File: src/sfpd_pkg.sv
// ----------------------------------------------------------------------------
// sfpd_pkg
// Shared types and constants for the serial frame presence detector.
// ----------------------------------------------------------------------------
package sfpd_pkg;

  // frame layout
  localparam int unsigned FRAME_LEN  = 28;
  localparam int unsigned POS_W      = 5;
  localparam logic [POS_W-1:0] POS_HUNT    = 5'd0;
  localparam logic [POS_W-1:0] POS_MARK_A  = 5'd1;
  localparam logic [POS_W-1:0] POS_SUM_LO  = 5'd2;
  localparam logic [POS_W-1:0] POS_SUM_HI  = 5'd24;
  localparam logic [POS_W-1:0] POS_CHKSUM  = 5'd25;
  localparam logic [POS_W-1:0] POS_MARK_B  = 5'd26;
  localparam logic [POS_W-1:0] POS_LAST    = 5'(FRAME_LEN - 1);

  localparam logic [7:0] START_BYTE = 8'h55;
  localparam logic [7:0] MARK_FF    = 8'hFF;
  localparam logic [7:0] MARK_END   = 8'hFE;

  // counters
  localparam int unsigned COUNT_W = 10;
  localparam int unsigned TICK_W  = 16;
  localparam logic [COUNT_W-1:0] COUNT_MAX = '1;
  localparam logic [TICK_W-1:0]  TICK_MAX  = '1;

  // configuration registers and their reset values
  localparam int unsigned CFG_ADDR_W = 2;
  localparam int unsigned CFG_DATA_W = 16;
  localparam logic [CFG_ADDR_W-1:0] REG_EARLY_WINDOW = 2'd0;
  localparam logic [CFG_ADDR_W-1:0] REG_TOTAL_WINDOW = 2'd1;
  localparam logic [CFG_ADDR_W-1:0] REG_MIN_FRAMES   = 2'd2;

  localparam logic [TICK_W-1:0]  EARLY_WINDOW_RST = 16'd80;
  localparam logic [TICK_W-1:0]  TOTAL_WINDOW_RST = 16'd500;
  localparam logic [COUNT_W-1:0] MIN_FRAMES_RST   = 10'd12;

  // input commands
  typedef enum logic [1:0] {
    CMD_BYTE    = 2'd0,
    CMD_TICK    = 2'd1,
    CMD_RESTART = 2'd2
  } cmd_t;

endpackage

File: src/serial_frame_presence_detector_unit.sv
// ----------------------------------------------------------------------------
// serial_frame_presence_detector_unit
// Counts valid 28-byte serial frames inside a tick-based window and reports
// whether a device is present.
// ----------------------------------------------------------------------------
// output: the result of an accepted input transaction is registered at the
//   accepting edge into the output register
// throughput: one transaction per cycle unless the output stalls; the run state
//   updates in a single pass at the accepting edge; only stage: result register
// reset: synchronous rst clears the run state, loads the register defaults
//   (early 80, total 500, min 12) and empties the result register
module serial_frame_presence_detector_unit
  import sfpd_pkg::*;
(
  input  logic                  clk,
  input  logic                  rst,

  // configuration writes
  input  logic                  cfg_we,
  input  logic [CFG_ADDR_W-1:0] cfg_addr,
  input  logic [CFG_DATA_W-1:0] cfg_data,

  // input stream
  input  logic                  s_axis_tvalid,
  output logic                  s_axis_tready,
  input  logic [7:0]            s_axis_tdata,   // [7:0] rx_byte
  input  logic [1:0]            s_axis_tuser,   // [1:0] cmd

  // result stream
  output logic                  m_axis_tvalid,
  input  logic                  m_axis_tready,
  output logic [15:0]           m_axis_tdata,   // [9:0] frame_total, [10] run_done,
                                                // [11] device_found, [15:12] zero
  output logic                  m_axis_tuser    // [0] frame_good
);

  // configuration registers
  logic [TICK_W-1:0]  early_window_ms;
  logic [TICK_W-1:0]  total_window_ms;
  logic [COUNT_W-1:0] min_frames;

  // run state
  logic [POS_W-1:0]   frame_pos,     frame_pos_next;
  logic [7:0]         byte_sum,      byte_sum_next;
  logic               markers_ok,    markers_ok_next;
  logic [COUNT_W-1:0] good_count,    good_count_next;
  logic [TICK_W-1:0]  elapsed_ticks, elapsed_ticks_next;
  logic               window_closed, window_closed_next;
  logic               frame_good_next;

  // result register
  logic               frame_good;
  logic [COUNT_W-1:0] frame_total;
  logic               run_done;
  logic               device_found;

  logic in_xact;
  logic byte_ok;
  cmd_t cmd;

  // the result register frees up when its transaction is taken
  assign s_axis_tready = !m_axis_tvalid || m_axis_tready;
  assign in_xact       = s_axis_tvalid && s_axis_tready;
  assign cmd           = cmd_t'(s_axis_tuser);

  // configuration port
  always_ff @(posedge clk) begin
    if (rst) begin
      early_window_ms <= EARLY_WINDOW_RST;
      total_window_ms <= TOTAL_WINDOW_RST;
      min_frames      <= MIN_FRAMES_RST;
    end else if (cfg_we) begin
      unique case (cfg_addr)
        REG_EARLY_WINDOW: early_window_ms <= cfg_data;
        REG_TOTAL_WINDOW: total_window_ms <= cfg_data;
        REG_MIN_FRAMES:   min_frames      <= cfg_data[COUNT_W-1:0];
        default: ;  // unmapped index, ignored
      endcase
    end
  end

  // per-position byte check: markers and checksum
  always_comb begin
    if (frame_pos == POS_MARK_A || frame_pos == POS_MARK_B) begin
      byte_ok = (s_axis_tdata == MARK_FF);
    end else if (frame_pos == POS_CHKSUM) begin
      byte_ok = (s_axis_tdata == byte_sum);
    end else if (frame_pos == POS_LAST) begin
      byte_ok = (s_axis_tdata == MARK_END);
    end else begin
      byte_ok = 1'b1;  // payload bytes
    end
  end

  // next run state for the incoming transaction
  always_comb begin
    frame_pos_next     = frame_pos;
    byte_sum_next      = byte_sum;
    markers_ok_next    = markers_ok;
    good_count_next    = good_count;
    elapsed_ticks_next = elapsed_ticks;
    window_closed_next = window_closed;
    frame_good_next    = 1'b0;

    unique case (cmd)
      CMD_RESTART: begin
        frame_pos_next     = POS_HUNT;
        byte_sum_next      = '0;
        markers_ok_next    = 1'b1;
        good_count_next    = '0;
        elapsed_ticks_next = '0;
        window_closed_next = 1'b0;
      end
      CMD_BYTE: begin
        if (!window_closed) begin
          if (frame_pos == POS_HUNT) begin
            // hunting for the start byte
            if (s_axis_tdata == START_BYTE) begin
              frame_pos_next  = POS_MARK_A;
              byte_sum_next   = '0;
              markers_ok_next = 1'b1;
            end
          end else begin
            markers_ok_next = markers_ok && byte_ok;
            if (frame_pos >= POS_SUM_LO && frame_pos <= POS_SUM_HI) begin
              byte_sum_next = byte_sum + s_axis_tdata;
            end
            if (frame_pos >= POS_LAST) begin
              // frame complete, count it if every check passed
              frame_pos_next  = POS_HUNT;
              frame_good_next = markers_ok_next;
              if (markers_ok_next && good_count != COUNT_MAX) begin
                good_count_next = good_count + 1'b1;
              end
            end else begin
              frame_pos_next = frame_pos + 1'b1;
            end
          end
        end
      end
      CMD_TICK: begin
        if (!window_closed) begin
          if (elapsed_ticks != TICK_MAX) begin
            elapsed_ticks_next = elapsed_ticks + 1'b1;
          end
          // total window always closes; early window closes only with no frame yet
          if (elapsed_ticks_next >= total_window_ms) begin
            window_closed_next = 1'b1;
          end else if (elapsed_ticks_next > early_window_ms && good_count == '0) begin
            window_closed_next = 1'b1;
          end
        end
      end
      default: ;  // unused command leaves the state alone
    endcase
  end

  // run state registers
  always_ff @(posedge clk) begin
    if (rst) begin
      frame_pos     <= POS_HUNT;
      byte_sum      <= '0;
      markers_ok    <= 1'b1;
      good_count    <= '0;
      elapsed_ticks <= '0;
      window_closed <= 1'b0;
    end else if (in_xact) begin
      frame_pos     <= frame_pos_next;
      byte_sum      <= byte_sum_next;
      markers_ok    <= markers_ok_next;
      good_count    <= good_count_next;
      elapsed_ticks <= elapsed_ticks_next;
      window_closed <= window_closed_next;
    end
  end

  // result register valid
  always_ff @(posedge clk) begin
    if (rst) begin
      m_axis_tvalid <= 1'b0;
    end else if (in_xact) begin
      m_axis_tvalid <= 1'b1;
    end else if (m_axis_tready) begin
      m_axis_tvalid <= 1'b0;
    end
  end

  // result register payload
  always_ff @(posedge clk) begin
    if (in_xact) begin
      frame_good   <= frame_good_next;
      frame_total  <= good_count_next;
      run_done     <= window_closed_next;
      device_found <= window_closed_next && (good_count_next >= min_frames);
    end
  end

  assign m_axis_tuser = frame_good;
  assign m_axis_tdata = {4'b0000, device_found, run_done, frame_total};

endmodule
File: config.mk
export PLATFORM = sky130hd
export DESIGN_NAME = serial_frame_presence_detector_unit
export DESIGN_NICKNAME = d
export VERILOG_FILES = /design/src/sfpd_pkg.sv /design/src/serial_frame_presence_detector_unit.sv
export SDC_FILE = /design/constraint.sdc
export NUM_CORES = 1
export LEC_CHECK = 0
export ABC_AREA = 1
export CORE_ASPECT_RATIO = 1.2
export CORE_UTILIZATION = 35
export CTS_CLUSTER_SIZE = 28
export DETAILED_ROUTE_END_ITERATION = 16
export DONT_BUFFER_PORTS = 1
export PLACE_DENSITY = 0.61
export SYNTH_ARGS = -nofsm -noshare
export SYNTH_HDL_FRONTEND = slang
export SYNTH_SLANG_ARGS = --single-unit
File: constraint.sdc
create_clock -name clk -period 6.6 [get_ports clk]
set_clock_uncertainty 0.15 [all_clocks]
set_input_delay 0.33 -clock clk [delete_from_list [all_inputs] [get_ports clk]]
set_output_delay 0.33 -clock clk [all_outputs]
set_load 0.01 [all_outputs]
==> results.cfg <==
[drt]
wire_per_inst_um = 13.3
drc = 0
viasPerCell = 4.88
drtAntennaViolNets = 0
drt-pass1-iter-count = 4
vias = 5184
routed_wl_mm = 14.2
drtIter0Drc = 375

[power]
seq_power_share_pct = 49.0
power_density_mw_per_mm2 = 200
power_uw = 1310
p_switching_uw = 372
peakVddDrop_mv = 0.133
p_int_uw = 937
clockPowerShare_pct = 39.9
leakage_uw = 0.00301
swShare_pct = 28.4
p_comb_share_pct = 11.1

[die]
chipHeight_um = 145
core_area_mm2 = 0.0168
ios = 52
dieArea_mm2 = 0.0176
start_util_pct = 35.7
die-width_um = 121
row_count = 52

[critical_path]
required_ps = 6750
crit_slowest_cell = inv_1
reg2reg_setup_slack_ps = 3180
cp-endpoint = elapsed_ticks[12]$_SDFFE_PP0P_
arrival_ps = 3570
critical_path_class = reg -> reg
cp-start-kind = register
path_buf_inv = 1
cpMostUsedCell = nand2_1
max_stage_delay_ps = 810
worstReg2RegStart = m_axis_tvalid$_SDFFE_PP0P_
regToRegEndpoint = elapsed_ticks[12]$_SDFFE_PP0P_
critPathLaunch = m_axis_tvalid$_SDFFE_PP0P_
critical-path-top-delay-family = simple AND/OR/NAND/NOR gates
worstPathCellList = nand2_1, nand2_1, inv_1, o211ai_2, nor2_2, nand2_1, a21oi_1
cp.depth = 7
critical_path.max_fanout = 25
end_kind = register
rr_worst_depth = 7

[sta]
rsz0062_at_grt = no
tns_ps = 0
drv_slew = 0
hold_viol_final = 0
fmax_ghz = 0.292
tightest_slew_ps = 937
layout_min_cycle_time_ps = 3420
fin_crit_sh_pct = 51.9
finalSetupViolations = 0
relSlewSlack_pct = 37.5

[clock_tree]
cts_sinks = 97
cts_resized = 0
postCtsHoldBufs = 9
cts.path.max_buffers = 2
cts_setup_buffers = 0
cts_made_buffers = 9
cts_root_buffer = clkbuf_16
clk_pin_slew_ps = 80
clk_latency_ps = 370
cts_tree = built
ctsHtreeMaxLevel = 3

[yosys]
synth_flop_cell = dfxtp_1
syn_area_per_cell_um2 = 7.13
ys_ff_latch = 97
synth_edf_count = 13
syn-cell-area_mm2 = 0.00599
synthArstFlopShare_pct = 0
synth_cell_types = 44
synthCells = 840
seq_area_frac_synth_pct = 34.6
ys_warn_count = 0

[hold_path]
holdCritPathClass = in -> reg
holdCritStartpoint = cfg_data[2]
whs_path_depth = 2

[placement]
port_buffers = 0
gp_congestion = 0.843
place_hpwl_mm = 10.7

[final_layout]
area_growth_pct = 9.57
nets = 935
diodes = 0
drive_gt1_share_pct = 5.19

[global_routing]
antenna_found_initial = 0
grt_max_degree = 39
grt_pass1_vias = 4976
grt_first_pass_wirelength_mm = 23.9
overflow = 0
grt_usage_pct = 17.2

[run]
maxCapViolCount = 0

[status]
status = complete, no violations
## final cells by class
class	instances	area, µm²
Timing Repair Buffer	11	115
Clock buffer	9	225
Fill cell	1789	10200
Clock inverter	7	61.3
Sequential cell	97	2070
Inverter	130	493
Tap cell	216	270
Multi-Input combinational cell	593	3320
## power by group through the flow
stage / clock network, µW / registers (µW) / logic [µW]
6_report: 523 / 641 / 146
5_1_grt: 558 / 644 / 170
3_3_place_gp: 0 / 655 / 134
3_5_place_dp: 0 / 655 / 137
4_1_cts: 532 / 641 / 147
2_1_floorplan: 0 / 650 / 113
## per-layer routing
metal | vias to the layer above | track usage (%) | wire, µm
met5 | - | 0 | 0
met4 | 0 | 7.41 | 352
met3 | 20 | 3.11 | 279
met2 | 52 | 29.8 | 7060
met1 | 2364 | 20.5 | 6470
li1 | 2748 | - | -
## layout by cell type (no fill, tap or decap), types with 2 or more instances in the layout
cell	Yosys	final
nor3_1	15	15
nor3_2	3	3
clkbuf_16	0	9
nor2_4	2	2
nor3b_1	2	2
o21ai_0	43	43
buf_4	6	2
nand3_1	49	49
nand2_1	199	199
conb_1	1	4
nor2_1	56	56
a211oi_1	2	2
nor2_2	3	3
or2_2	2	2
nand3_2	2	2
ha_1	59	59
a31oi_1	3	3
o211ai_1	11	11
edfxtp_1	13	13
nand2_4	2	2
nor4_1	5	5
xnor2_1	2	2
inv_1	126	126
nand4_1	9	9
dfxtp_1	84	84
xor2_1	11	11
a21oi_2	2	2
inv_2	3	3
a21oi_1	94	94
inv_8	0	3
dlygate4sd3_1	0	8
## stage by stage
step                setup WS [ps]  utilization, %  instance area (µm²)  instances  hold slack, ps
finish                       3180            39.1                 6560       1063            3.80
detailed placement           3160            36.8                 6170       1038             256
floorplan                    3680               -                 6000        843             285
global placement             3210            36.8                 6170       1038             254
global route                 2800            39.1                 6560       1063            1.54
CTS                          3120            39.1                 6560       1063           0.797
## Yosys cell counts (2+ instances only)
| cell type | instances | area (µm²) |
|---|---|---|
| a21oi_1 | 94 | 470 |
| a31oi_1 | 3 | 18.8 |
| nor3_1 | 15 | 75.1 |
| nand2_1 | 199 | 747 |
| ha_1 | 59 | 738 |
| nor3b_1 | 2 | 15.0 |
| a211oi_1 | 2 | 15.0 |
| dfxtp_1 | 84 | 1680 |
| inv_2 | 3 | 11.3 |
| nor2_4 | 2 | 22.5 |
| nor3_2 | 3 | 30.0 |
| a21oi_2 | 2 | 17.5 |
| xnor2_1 | 2 | 17.5 |
| nor4_1 | 5 | 31.3 |
| buf_4 | 6 | 45.0 |
| o211ai_1 | 11 | 82.6 |
| o21ai_0 | 43 | 215 |
| nand2_4 | 2 | 22.5 |
| nand3_2 | 2 | 20.0 |
| nor2_2 | 3 | 18.8 |
| nand3_1 | 49 | 245 |
| xor2_1 | 11 | 96.3 |
| nor2_1 | 56 | 210 |
| or2_2 | 2 | 12.5 |
| clkbuf_1 | 16 | 60.1 |
| edfxtp_1 | 13 | 390 |
| nand4_1 | 9 | 56.3 |
| inv_1 | 126 | 473 |
## flip-flops by register name (all words and copies together) (netlist names), 5 cells and up
| signal | cells |
|---|---|
| byte_sum | 8 |
| early_window_ms | 16 |
| elapsed_ticks | 16 |
| frame_pos | 5 |
| frame_total | 10 |
| good_count | 10 |
| min_frames | 10 |
| total_window_ms | 16 |
## kinds of logic (layout without fill, tap and decap cells)
group | Yosys count | in the layout | synth area share, %
XOR/XNOR | 13 | 13 | 1.90
buffers and inverters | 153 | 157 | 10.1
AO/OA/AOI/OAI | 164 | 164 | 14.9
flip-flops | 97 | 97 | 34.6
other | 1 | 4 | 0.0626
AND/OR/NAND/NOR | 352 | 352 | 25.8
adder cells (fa/ha/maj) | 60 | 60 | 12.7
## worst reg2reg max path: stages, from the launching register on
cell      delay, ps
dfxtp_1         340
nand2_1         150
nand2_1         320
inv_1           810
o211ai_2        580
nor2_2          710
nand2_1         120
a21oi_1         170
## how the worst min path moves through the flow
stage	end	slack, ps
2_1_floorplan	early_window_ms[1]$_SDFFE_PP0P_	280
3_3_place_gp	elapsed_ticks[9]$_SDFFE_PP0P_	250
3_5_place_dp	elapsed_ticks[9]$_SDFFE_PP0P_	260
4_1_cts	early_window_ms[2]$_SDFFE_PP0P_	0.8
5_1_grt	early_window_ms[2]$_SDFFE_PP0P_	2
6_report	early_window_ms[2]$_SDFFE_PP0P_	4
Note: power is estimated with default switching activity, not from simulation.
